[config.mk]
export PLATFORM = sky130hd
export DESIGN_NAME = rc_receiver_frame_decoder
export DESIGN_NICKNAME = d
export VERILOG_FILES = /design/src/hw/rtl/rcfd_pkg.sv /design/src/hw/rtl/rcfd_front.sv /design/src/hw/rtl/rcfd_queue.sv /design/src/hw/rtl/rcfd_back.sv /design/src/hw/rtl/rc_receiver_frame_decoder.sv
export SDC_FILE = /design/constraint.sdc
export NUM_CORES = 1
export LEC_CHECK = 0
export ABC_AREA = 1
export BUFFER_PORTS_ARGS = -buffer_cell sky130_fd_sc_hd__buf_2
export CAP_MARGIN = 20
export CORE_ASPECT_RATIO = 0.7
export CORE_MARGIN = 2
export CORE_UTILIZATION = 50
export DETAILED_ROUTE_END_ITERATION = 8
export HOLD_SLACK_MARGIN = 0.05
export PLACE_DENSITY = 0.78
export SYNTH_ARGS = -nofsm -noshare
export SYNTH_HDL_FRONTEND = slang
export SYNTH_SLANG_ARGS = --single-unit
[constraint.sdc]
create_clock -name clock -period 3.8 [get_ports clock]
set_input_delay 0.38 -clock clock [delete_from_list [all_inputs] [get_ports clock]]
set_output_delay 0.38 -clock clock [all_outputs]
set_load 0.05 [all_outputs]
[src/hw/rtl/rcfd_pkg.sv]
// ----------------------------------------------------------------------------
// rcfd_pkg
// Shared types and constants for the remote-control receiver frame decoder.
// ----------------------------------------------------------------------------
package rcfd_pkg;

   // Command codes on the request channel
   localparam logic [1:0] CMD_BYTE      = 2'd0;
   localparam logic [1:0] CMD_FRAME_END = 2'd1;
   localparam logic [1:0] CMD_TICK      = 2'd2;

   // Register indexes (byte address is 4 * index)
   localparam logic [1:0] REG_FAILSAFE_ENABLE = 2'd0;
   localparam logic [1:0] REG_TIMEOUT_TICKS   = 2'd1;
   localparam logic [1:0] REG_DEADZONE_WIDTH  = 2'd2;

   // Register reset values
   localparam logic        RST_FAILSAFE_ENABLE = 1'b1;
   localparam logic [15:0] RST_TIMEOUT_TICKS   = 16'd100;
   localparam logic [5:0]  RST_DEADZONE_WIDTH  = 6'd5;

   // Frame and failsafe constants
   localparam int unsigned FRAME_LEN     = 6;
   localparam logic [15:0] COUNT_MAX     = 16'd60000;
   localparam logic signed [11:0] CENTER = 12'sd1024;
   localparam logic signed [10:0] FS_YAW = -11'sd260;
   localparam logic [1:0]  FS_SW_LEFT    = 2'd3;
   localparam logic [1:0]  FS_SW_RIGHT   = 2'd2;
   localparam logic [1:0]  SW_LOCK       = 2'd2;

   // Operation carried through the queue
   typedef enum logic [1:0] {
      OP_BYTE      = 2'd0,
      OP_FRAME_END = 2'd1,
      OP_TICK      = 2'd2
   } op_type;

   // One queued operation
   typedef struct packed {
      op_type     op;
      logic [7:0] data;
   } entry_type;

   // Front-to-queue push request
   typedef struct packed {
      logic      valid;
      entry_type entry;
   } push_type;

   // Queue status seen by its producer and consumer
   typedef struct packed {
      logic full;
      logic empty;
   } qstat_type;

   // Configuration as seen by the back end
   typedef struct packed {
      logic        failsafe_enable;
      logic [15:0] timeout_ticks;
      logic [5:0]  deadzone_width;
   } cfg_type;

endpackage

[src/hw/rtl/rcfd_front.sv]
// ----------------------------------------------------------------------------
// rcfd_front
// Input stage: accepts request transactions, drops unused commands, maps the
// command onto a queue operation and holds it until the queue has room.
// ----------------------------------------------------------------------------
module rcfd_front import rcfd_pkg::*; (
   input  logic       clock,
   input  logic       reset,
   input  logic       req_valid,
   output logic       req_stall,
   input  logic [1:0] req_cmd,
   input  logic [7:0] req_rx_byte,
   input  qstat_type  qstat,
   output push_type   push
);

   logic      valid_ff, valid_in;
   entry_type entry_ff, entry_in;
   logic      accept;
   logic      keep;
   op_type    op_dec;
   logic      op_known;

   // Command classification
   always_comb begin
      op_known = 1'b1;
      op_dec   = OP_BYTE;
      case (req_cmd)
         CMD_BYTE:      op_dec = OP_BYTE;
         CMD_FRAME_END: op_dec = OP_FRAME_END;
         CMD_TICK:      op_dec = OP_TICK;
         default:       op_known = 1'b0;
      endcase
   end

   // Hold register: stalls only while a held entry cannot enter the queue
   assign keep      = valid_ff & qstat.full;
   assign req_stall = keep;
   assign accept    = req_valid & ~keep;

   always_comb begin
      valid_in = keep | (accept & op_known);
      entry_in = entry_ff;
      if (!keep) begin
         entry_in.op   = op_dec;
         entry_in.data = req_rx_byte;
      end
   end

   always_ff @(posedge clock) begin
      if (reset) begin
         valid_ff <= 1'b0;
      end else begin
         valid_ff <= valid_in;
      end
      entry_ff <= entry_in;
   end

   assign push.valid = valid_ff & ~qstat.full;
   assign push.entry = entry_ff;

endmodule

[src/hw/rtl/rcfd_queue.sv]
// ----------------------------------------------------------------------------
// rcfd_queue
// Short FIFO between the front and back ends.
// ----------------------------------------------------------------------------
module rcfd_queue import rcfd_pkg::*; #(
   parameter int DEPTH = 4
) (
   input  logic      clock,
   input  logic      reset,
   input  push_type  push,
   input  logic      pop,
   output entry_type head,
   output qstat_type qstat
);

   localparam int PTR_W = (DEPTH > 1) ? $clog2(DEPTH) : 1;
   localparam int CNT_W = $clog2(DEPTH + 1);
   localparam logic [PTR_W-1:0] PTR_LAST = PTR_W'(DEPTH - 1);
   localparam logic [CNT_W-1:0] CNT_FULL = CNT_W'(DEPTH);

   entry_type        slot_ff [DEPTH];
   logic [PTR_W-1:0] wr_ptr_ff, wr_ptr_in;
   logic [PTR_W-1:0] rd_ptr_ff, rd_ptr_in;
   logic [CNT_W-1:0] count_ff, count_in;
   logic             do_push, do_pop;

   assign qstat.full  = (count_ff == CNT_FULL);
   assign qstat.empty = (count_ff == '0);
   assign do_push     = push.valid & ~qstat.full;
   assign do_pop      = pop & ~qstat.empty;
   assign head        = slot_ff[rd_ptr_ff];

   // Pointer and count update
   always_comb begin
      wr_ptr_in = wr_ptr_ff;
      rd_ptr_in = rd_ptr_ff;
      count_in  = count_ff;
      if (do_push) begin
         wr_ptr_in = (wr_ptr_ff == PTR_LAST) ? '0 : wr_ptr_ff + 1'b1;
      end
      if (do_pop) begin
         rd_ptr_in = (rd_ptr_ff == PTR_LAST) ? '0 : rd_ptr_ff + 1'b1;
      end
      if (do_push && !do_pop) begin
         count_in = count_ff + 1'b1;
      end else if (do_pop && !do_push) begin
         count_in = count_ff - 1'b1;
      end
   end

   always_ff @(posedge clock) begin
      if (reset) begin
         wr_ptr_ff <= '0;
         rd_ptr_ff <= '0;
         count_ff  <= '0;
      end else begin
         wr_ptr_ff <= wr_ptr_in;
         rd_ptr_ff <= rd_ptr_in;
         count_ff  <= count_in;
      end
      if (do_push) begin
         slot_ff[wr_ptr_ff] <= push.entry;
      end
   end

`ifndef NO_ASSERTIONS
   // Occupancy never exceeds the depth
   a_count_bound: assert property (@(posedge clock) disable iff (reset)
      count_ff <= CNT_FULL)
      else $error("queue count above depth");

   // Pointers agree with the count when the queue is empty
   a_empty_ptrs: assert property (@(posedge clock) disable iff (reset)
      qstat.empty |-> (wr_ptr_ff == rd_ptr_ff))
      else $error("queue empty with unequal pointers");

   // A push alone raises the count by one
   a_push_count: assert property (@(posedge clock) disable iff (reset)
      (do_push && !do_pop) |=> (count_ff == $past(count_ff) + 1'b1))
      else $error("queue count did not follow push");
`endif

endmodule

[src/hw/rtl/rcfd_back.sv]
// ----------------------------------------------------------------------------
// rcfd_back
// Execution stage: stores frame bytes, decodes frames, runs the silence
// counter and failsafe, and holds the result transaction for the receiver.
// ----------------------------------------------------------------------------
module rcfd_back import rcfd_pkg::*; (
   input  logic               clock,
   input  logic               reset,
   input  cfg_type            cfg,
   input  entry_type          head,
   input  qstat_type          qstat,
   output logic               pop,
   output logic               rsp_valid,
   input  logic               rsp_stall,
   output logic signed [10:0] rsp_stick_roll,
   output logic signed [10:0] rsp_stick_pitch,
   output logic signed [10:0] rsp_stick_throttle,
   output logic signed [10:0] rsp_stick_yaw,
   output logic [1:0]         rsp_switch_left,
   output logic [1:0]         rsp_switch_right,
   output logic               rsp_force_lock,
   output logic               rsp_out_of_control
);

   localparam logic [2:0] POS_FULL = 3'(FRAME_LEN);

   logic [7:0]         frame_ff [FRAME_LEN];
   logic [2:0]         pos_ff, pos_in;
   logic signed [10:0] stick_ff [4];
   logic signed [10:0] stick_in [4];
   logic [1:0]         sw_ff [2];
   logic [1:0]         sw_in [2];
   logic [15:0]        silence_ff, silence_in;
   logic               flag_ff, flag_in;
   logic               lock_ff, lock_in;
   logic               valid_ff, valid_in;
   logic               issue;
   logic               is_byte, is_frame, is_tick;
   logic [10:0]        raw [4];

   // Center on 1024 and pull toward zero by the deadzone width
   function automatic logic signed [10:0] shrink(input logic [10:0] r,
                                                 input logic [5:0]  dz);
      logic signed [11:0] v;
      logic signed [11:0] d;
      logic signed [11:0] t;
      v = $signed({1'b0, r}) - CENTER;
      d = $signed({6'b0, dz});
      if (v > 12'sd0) begin
         t = v - d;
         if (t < 12'sd0) t = 12'sd0;
      end else begin
         t = v + d;
         if (t > 12'sd0) t = 12'sd0;
      end
      return t[10:0];
   endfunction

   assign is_byte  = (head.op == OP_BYTE);
   assign is_frame = (head.op == OP_FRAME_END);
   assign is_tick  = (head.op == OP_TICK);

   // Bytes never produce a result, so they drain even while output stalls
   assign pop   = ~qstat.empty & (is_byte | ~valid_ff | ~rsp_stall);
   assign issue = pop;

   // Frame unpacking: four 11-bit sticks, little-endian bit order
   assign raw[0] = {frame_ff[1][2:0], frame_ff[0]};
   assign raw[1] = {frame_ff[2][5:0], frame_ff[1][7:3]};
   assign raw[2] = {frame_ff[4][0], frame_ff[3], frame_ff[2][7:6]};
   assign raw[3] = {frame_ff[5][3:0], frame_ff[4][7:1]};

   // Next-state logic
   always_comb begin
      pos_in     = pos_ff;
      silence_in = silence_ff;
      flag_in    = flag_ff;
      lock_in    = lock_ff;
      stick_in   = stick_ff;
      sw_in      = sw_ff;
      valid_in   = valid_ff & rsp_stall;
      if (issue) begin
         if (is_byte) begin
            if (pos_ff < POS_FULL) begin
               pos_in = pos_ff + 3'd1;
            end
         end else if (is_frame) begin
            stick_in[0] = shrink(raw[0], cfg.deadzone_width);
            stick_in[3] = shrink(raw[1], cfg.deadzone_width);
            stick_in[2] = shrink(raw[2], cfg.deadzone_width);
            stick_in[1] = shrink(raw[3], cfg.deadzone_width);
            sw_in[0]    = frame_ff[5][7:6];
            sw_in[1]    = frame_ff[5][5:4];
            lock_in     = (frame_ff[5][5:4] == SW_LOCK);
            pos_in      = 3'd0;
            silence_in  = 16'd0;
            flag_in     = 1'b0;
            valid_in    = 1'b1;
         end else if (is_tick) begin
            lock_in  = 1'b0;
            valid_in = 1'b1;
            if (cfg.failsafe_enable) begin
               if (silence_ff > cfg.timeout_ticks) begin
                  flag_in = 1'b1;
               end
               if (silence_ff < COUNT_MAX) begin
                  silence_in = silence_ff + 16'd1;
               end
               if (flag_in) begin
                  stick_in[0] = 11'sd0;
                  stick_in[1] = 11'sd0;
                  stick_in[2] = 11'sd0;
                  stick_in[3] = FS_YAW;
                  sw_in[0]    = FS_SW_LEFT;
                  sw_in[1]    = FS_SW_RIGHT;
               end
            end
         end
      end
   end

   // State registers; the decoded values double as the result payload
   always_ff @(posedge clock) begin
      if (reset) begin
         for (int i = 0; i < FRAME_LEN; i++) begin
            frame_ff[i] <= 8'd0;
         end
         for (int k = 0; k < 4; k++) begin
            stick_ff[k] <= 11'sd0;
         end
         sw_ff[0]   <= 2'd0;
         sw_ff[1]   <= 2'd0;
         pos_ff     <= 3'd0;
         silence_ff <= 16'd0;
         flag_ff    <= 1'b0;
         lock_ff    <= 1'b0;
         valid_ff   <= 1'b0;
      end else begin
         if (issue && is_byte && (pos_ff < POS_FULL)) begin
            frame_ff[pos_ff] <= head.data;
         end
         stick_ff   <= stick_in;
         sw_ff      <= sw_in;
         pos_ff     <= pos_in;
         silence_ff <= silence_in;
         flag_ff    <= flag_in;
         lock_ff    <= lock_in;
         valid_ff   <= valid_in;
      end
   end

   assign rsp_valid          = valid_ff;
   assign rsp_stick_roll     = stick_ff[0];
   assign rsp_stick_pitch    = stick_ff[1];
   assign rsp_stick_throttle = stick_ff[2];
   assign rsp_stick_yaw      = stick_ff[3];
   assign rsp_switch_left    = sw_ff[0];
   assign rsp_switch_right   = sw_ff[1];
   assign rsp_force_lock     = lock_ff;
   assign rsp_out_of_control = flag_ff;

`ifndef NO_ASSERTIONS
   // Byte position never runs past the frame length
   a_pos_bound: assert property (@(posedge clock) disable iff (reset)
      pos_ff <= POS_FULL)
      else $error("byte position past frame end");

   // Failsafe flag always comes with the forced channel values
   a_failsafe_values: assert property (@(posedge clock) disable iff (reset)
      flag_ff |-> (stick_ff[3] == FS_YAW && sw_ff[0] == FS_SW_LEFT &&
                   sw_ff[1] == FS_SW_RIGHT && stick_ff[0] == 11'sd0))
      else $error("failsafe active without forced values");

   // Disarm request only with the right switch in the lock position
   a_lock_switch: assert property (@(posedge clock) disable iff (reset)
      lock_ff |-> (sw_ff[1] == SW_LOCK))
      else $error("force lock without lock switch position");

   // A frame end clears the silence counter and the failsafe
   a_frame_clears: assert property (@(posedge clock) disable iff (reset)
      (issue && is_frame) |=> (silence_ff == 16'd0 && !flag_ff))
      else $error("frame end did not clear silence state");

   // Results never change state while the receiver stalls
   a_no_issue_stalled: assert property (@(posedge clock) disable iff (reset)
      (valid_ff && rsp_stall && issue) |-> is_byte)
      else $error("result overwritten while stalled");
`endif

endmodule

[src/hw/rtl/rc_receiver_frame_decoder.sv]
// ----------------------------------------------------------------------------
// rc_receiver_frame_decoder
// Remote-control receiver frame decoder: bytes, frame-end and tick commands
// in; decoded sticks, switches and failsafe status out.
// ----------------------------------------------------------------------------
// Usage:
//  - Request channel (req_*): cmd 0 carries a received byte, cmd 1 marks a
//    frame end (line idle), cmd 2 is a timer tick; cmd 3 is accepted and
//    dropped. A transaction is taken when req_valid is high and req_stall low.
//  - Result channel (rsp_*): one transaction per frame end or tick, none for
//    a byte. The receiver holds it with rsp_stall; the fields stay stable.
//  - Path: a frame-end or tick result passes the input hold register, the
//    queue and the execution register before it is valid.
//  - Throughput: one request per cycle while req_stall is low; the back end
//    executes one queued operation per cycle, only bytes if a result stalls.
//  - A stalled receiver backs up the queue (QUEUE_DEPTH entries) and then
//    the input hold register, after which req_stall rises.
//  - Configuration via the csr_ APB port: failsafe enable at 0x0, timeout
//    ticks at 0x4, deadzone width at 0x8. Write only while idle.
//  - Reset (synchronous, active high) clears the frame store, the decoded
//    values, the silence counter and failsafe flag, and loads register
//    defaults (enable 1, timeout 100, deadzone 5).
// ----------------------------------------------------------------------------
module rc_receiver_frame_decoder import rcfd_pkg::*; #(
   parameter int QUEUE_DEPTH = 4
) (
   input  logic               clock,
   input  logic               reset,
   // Request channel
   input  logic               req_valid,
   output logic               req_stall,
   input  logic [1:0]         req_cmd,
   input  logic [7:0]         req_rx_byte,
   // Result channel
   output logic               rsp_valid,
   input  logic               rsp_stall,
   output logic signed [10:0] rsp_stick_roll,
   output logic signed [10:0] rsp_stick_pitch,
   output logic signed [10:0] rsp_stick_throttle,
   output logic signed [10:0] rsp_stick_yaw,
   output logic [1:0]         rsp_switch_left,
   output logic [1:0]         rsp_switch_right,
   output logic               rsp_force_lock,
   output logic               rsp_out_of_control,
   // Configuration port
   input  logic               csr_psel,
   input  logic               csr_penable,
   input  logic               csr_pwrite,
   input  logic [3:0]         csr_paddr,
   input  logic [31:0]        csr_pwdata,
   output logic [31:0]        csr_prdata,
   output logic               csr_pready
);

   push_type   push;
   qstat_type  qstat;
   entry_type  head;
   logic       pop;
   cfg_type    cfg;

   logic        enable_ff, enable_in;
   logic [15:0] timeout_ff, timeout_in;
   logic [5:0]  deadzone_ff, deadzone_in;
   logic        csr_write;
   logic [1:0]  csr_index;

   // Configuration registers
   assign csr_pready = 1'b1;
   assign csr_write  = csr_psel & csr_penable & csr_pwrite & csr_pready;
   assign csr_index  = csr_paddr[3:2];

   always_comb begin
      enable_in   = enable_ff;
      timeout_in  = timeout_ff;
      deadzone_in = deadzone_ff;
      if (csr_write) begin
         case (csr_index)
            REG_FAILSAFE_ENABLE: enable_in   = csr_pwdata[0];
            REG_TIMEOUT_TICKS:   timeout_in  = csr_pwdata[15:0];
            REG_DEADZONE_WIDTH:  deadzone_in = csr_pwdata[5:0];
            default: ;
         endcase
      end
   end

   always_ff @(posedge clock) begin
      if (reset) begin
         enable_ff   <= RST_FAILSAFE_ENABLE;
         timeout_ff  <= RST_TIMEOUT_TICKS;
         deadzone_ff <= RST_DEADZONE_WIDTH;
      end else begin
         enable_ff   <= enable_in;
         timeout_ff  <= timeout_in;
         deadzone_ff <= deadzone_in;
      end
   end

   // Register readback
   always_comb begin
      case (csr_index)
         REG_FAILSAFE_ENABLE: csr_prdata = {31'd0, enable_ff};
         REG_TIMEOUT_TICKS:   csr_prdata = {16'd0, timeout_ff};
         REG_DEADZONE_WIDTH:  csr_prdata = {26'd0, deadzone_ff};
         default:             csr_prdata = 32'd0;
      endcase
   end

   assign cfg.failsafe_enable = enable_ff;
   assign cfg.timeout_ticks   = timeout_ff;
   assign cfg.deadzone_width  = deadzone_ff;

   // Front end: accept and classify
   rcfd_front u_front (
      .clock       (clock),
      .reset       (reset),
      .req_valid   (req_valid),
      .req_stall   (req_stall),
      .req_cmd     (req_cmd),
      .req_rx_byte (req_rx_byte),
      .qstat       (qstat),
      .push        (push)
   );

   // Decoupling queue
   rcfd_queue #(
      .DEPTH (QUEUE_DEPTH)
   ) u_queue (
      .clock (clock),
      .reset (reset),
      .push  (push),
      .pop   (pop),
      .head  (head),
      .qstat (qstat)
   );

   // Back end: decode, failsafe and result
   rcfd_back u_back (
      .clock              (clock),
      .reset              (reset),
      .cfg                (cfg),
      .head               (head),
      .qstat              (qstat),
      .pop                (pop),
      .rsp_valid          (rsp_valid),
      .rsp_stall          (rsp_stall),
      .rsp_stick_roll     (rsp_stick_roll),
      .rsp_stick_pitch    (rsp_stick_pitch),
      .rsp_stick_throttle (rsp_stick_throttle),
      .rsp_stick_yaw      (rsp_stick_yaw),
      .rsp_switch_left    (rsp_switch_left),
      .rsp_switch_right   (rsp_switch_right),
      .rsp_force_lock     (rsp_force_lock),
      .rsp_out_of_control (rsp_out_of_control)
   );

endmodule

==> flow_summary.json <==
{
  "path_cells": "clkinv_1 > nand3_1 > nand2_1 > ha_1 > o211ai_1 > nor2_1 > inv_2 > nor2_1 > inv_1 > nand2_1 > o21ai_0 > buf_4",
  "cpPeakStageDelay_ps": 540,
  "crit_path_start_kind": "flop",
  "hold_path_depth": 3,
  "cts_buffers": 22,
  "drive_above_1_share_pct": 13.0,
  "min_path_type": "input pin to flop",
  "yosysUniqueCellTypes": 59,
  "slowest_stage": "dfxtp_1",
  "skew_ps": 13.0,
  "pin_count": 138,
  "clockBufferDepth": 3,
  "power.switching_uw": 3310,
  "powerDensity_nw_per_um2": 588,
  "placed_cells": 1989,
  "portBuffers": 102,
  "setup_tns_ps": 0,
  "wl_met3_um": 2570,
  "synthArstFlopShare_pct": 0,
  "syn-cell-area_um2": 12400,
  "first_pass_iters": 6,
  "grt_pass1_wl_um": 51400,
  "initial_core_util_pct": 50.5,
  "topRoutingLayerUsed": "met4",
  "seqPwrFrac_pct": 34.8,
  "ir_drop_v": 0.000400,
  "nets": 1833,
  "yosysSeqAreaShare_pct": 40.4,
  "grt_usage_pct": 25.0,
  "die_area_um2": 26100,
  "synth_area_per_cell_um2": 7.71,
  "m1WireLength_um": 15300,
  "ys_ff_latch": 201,
  "fin_crit_ps": 3180,
  "place_congestion": 0.932,
  "num-fill-cells": 2262,
  "finalSetupViolations": 0,
  "drv_slew": 0,
  "critical_path_arrival_ps": 3430,
  "clockRootBuffer": "clkbuf_16",
  "fin_cells": 2037,
  "wl_per_cell_um": 15.9,
  "ctsHtreeMaxLevel": 1,
  "num_vias": 11000,
  "synth_edf_count": 98,
  "area_growth_pct": 12.1,
  "dp_hpwl_um": 24300,
  "drtAntennaViolNets": 0,
  "critPathRequiredTime_ps": 4050,
  "rsz0062_at_grt": "false",
  "end_kind": "flop",
  "hold_buffers": 8,
  "fmax_ghz": 0.314,
  "synth_cells": 1606,
  "p_comb_share_pct": 36.9,
  "wl_met2_um": 14000,
  "worstSetupPathType": "flop to flop",
  "final_min_period_over_clock_period_pct": 83.8,
  "antenna_found_initial": 0,
  "first_global_vias": 9995,
  "row_count": 48,
  "synth_flop_cell": "dfxtp_1",
  "maxCapViolCount": 0,
  "grt_max_degree": 47,
  "drtIter0Drc": 1080,
  "drc": 0,
  "sw_frac_of_total_pct": 40.6,
  "clk_pin_slew_worst_paths_ps": 60,
  "reg2regPathDepth": 12,
  "clk_latency_ps": 540,
  "clockPowerShare_pct": 28.4,
  "maxSlewHeadroom_pct": 37.2,
  "cts_sinks": 201,
  "core_um2": 24500,
  "wl_um": 32400,
  "cts_tree": "done",
  "ys_warn_count": 0,
  "postCtsSetupRepairBufs": 0,
  "leakagePower_uw": 0.00618,
  "fp.dieW_um": 192,
  "num_antenna_cells": 0,
  "run_status": "complete, no violations",
  "grt-ovfl-total": 0,
  "tightest_slew_ps": 939,
  "power.internal_uw": 4840,
  "cts_resized": 0,
  "cp_max_fo": 12,
  "final_hold_viol_count": 0,
  "viasPerCell": 5.38,
  "fp.dieH_um": 136
}
-- flip-flops by register name, indices dropped and copies added, names as in the netlist, 3 cells and up, named ones only --
signal                     flops
u_back.rsp_stick_throttle     11
u_back.silence_ff             16
u_queue.slot_ff               40
deadzone_ff                    6
u_back.rsp_stick_roll         11
timeout_ff                    16
u_queue.count_ff               3
u_back.pos_ff                  3
u_back.frame_ff               48
u_front.push                  10
u_back.rsp_stick_pitch        11
u_back.rsp_stick_yaw          11
-- cell families (layout without fill, tap and decap cells) --
group	after synthesis	in the layout	share of synthesized area [%]
AND/OR/NAND/NOR	755	755	26.3
AO/OA/AOI/OAI	275	275	12.6
buffers and inverters	255	346	9.16
flip-flops	201	201	40.4
adder cells (fa/ha/maj)	84	84	9.04
XOR/XNOR	34	34	2.41
other	2	17	0.0607
-- layout by cell type, fill, tap and decap left out, types with 6 or more instances in the layout --
| master | synthesis | final |
|---|---|---|
| nand2_1 | 329 | 329 |
| nor2_1 | 209 | 209 |
| inv_1 | 157 | 157 |
| a21oi_1 | 134 | 134 |
| nand3_1 | 113 | 113 |
| dfxtp_1 | 103 | 103 |
| buf_2 | 13 | 102 |
| edfxtp_1 | 98 | 98 |
| o21ai_0 | 81 | 81 |
| ha_1 | 75 | 75 |
| nor3_1 | 36 | 36 |
| xor2_1 | 28 | 28 |
| inv_2 | 24 | 24 |
| clkbuf_16 | 0 | 22 |
| nand4_1 | 19 | 19 |
| conb_1 | 2 | 17 |
| nand2_2 | 12 | 12 |
| buf_4 | 33 | 11 |
| o211ai_1 | 9 | 9 |
| fa_1 | 9 | 9 |
| dlygate4sd3_1 | 0 | 8 |
| or2_2 | 7 | 7 |
| a211oi_1 | 7 | 7 |
| o22ai_1 | 6 | 6 |
| xnor2_1 | 6 | 6 |
-- synthesized netlist by cell type (18+ instances only) --
cell type  number  area [um^2]
nand4_1        19          119
edfxtp_1       98         2940
xor2_1         28          245
inv_1         157          589
nand2_1       329         1230
clkbuf_1       18         67.6
nor3_1         36          180
dfxtp_1       103         2060
buf_4          33          248
inv_2          24         90.1
nor2_1        209          785
ha_1           75          938
a21oi_1       134          671
o21ai_0        81          405
nand3_1       113          566
-- path summary, 6_finish.rpt --
path	slack [ps]	endpoint	start
setup / recovery	620	u_back.frame_ff[4][7]	flop
hold / removal	60	timeout_ff[6]	csr_pwdata[6]
setup reg to reg	620	u_back.frame_ff[4][7]	flop
hold reg to reg	460	u_back.rsp_stick_roll[4]	u_back.rsp_stick_roll[4]
-- per-stage QoR --
step                      hold WS [ps]  setup slack (ps)  area (um^2)  power, uW  util [%]
after floorplan                    455              1120        12400       5120         -
after global placement             449               826        13000       5770      53.1
after detailed placement           452               716        13000       5850      53.1
after CTS                         53.0               676        13900       8170      56.6
after global routing              65.2               346        13900       8640      56.6
final                             60.3               615        13900       8160      56.6
-- power groups by stage --
stage | registers, uW | logic, uW | clock network, uW
after detailed placement | 2870 | 2980 | 0
final | 2840 | 3010 | 2310
after global routing | 2870 | 3330 | 2440
after floorplan | 3210 | 1910 | 0
after CTS | 2830 | 2990 | 2340
after global placement | 2860 | 2910 | 0
-- area by class of cell --
type | count | area, um^2 | area share (%)
tap | 325 | 407 | 2.93
sequential | 201 | 5000 | 36.1
inverter | 184 | 691 | 4.98
clock inverter | 11 | 190 | 1.37
clock buffer | 29 | 598 | 4.31
multi-input combinational | 1165 | 6300 | 45.4
timing repair buffer | 122 | 693 | 4.99
-- worst max-delay path, delay by kind of cell (launching register included) --
family	cells	cell delay, ps
compound gates	2	510
flops	1	540
simple gates	5	720
buf+inv	4	820
fa+ha+maj	1	280
-- per-layer routing --
| layer | vias up | global-route usage, % |
|---|---|---|
| li1 | 5475 | - |
| met1 | 5038 | 36.9 |
| met2 | 414 | 39.0 |
| met3 | 42 | 4.25 |
| met4 | 0 | 4.20 |
| met5 | - | 0 |
Note: power is estimated with default switching activity, not from simulation.
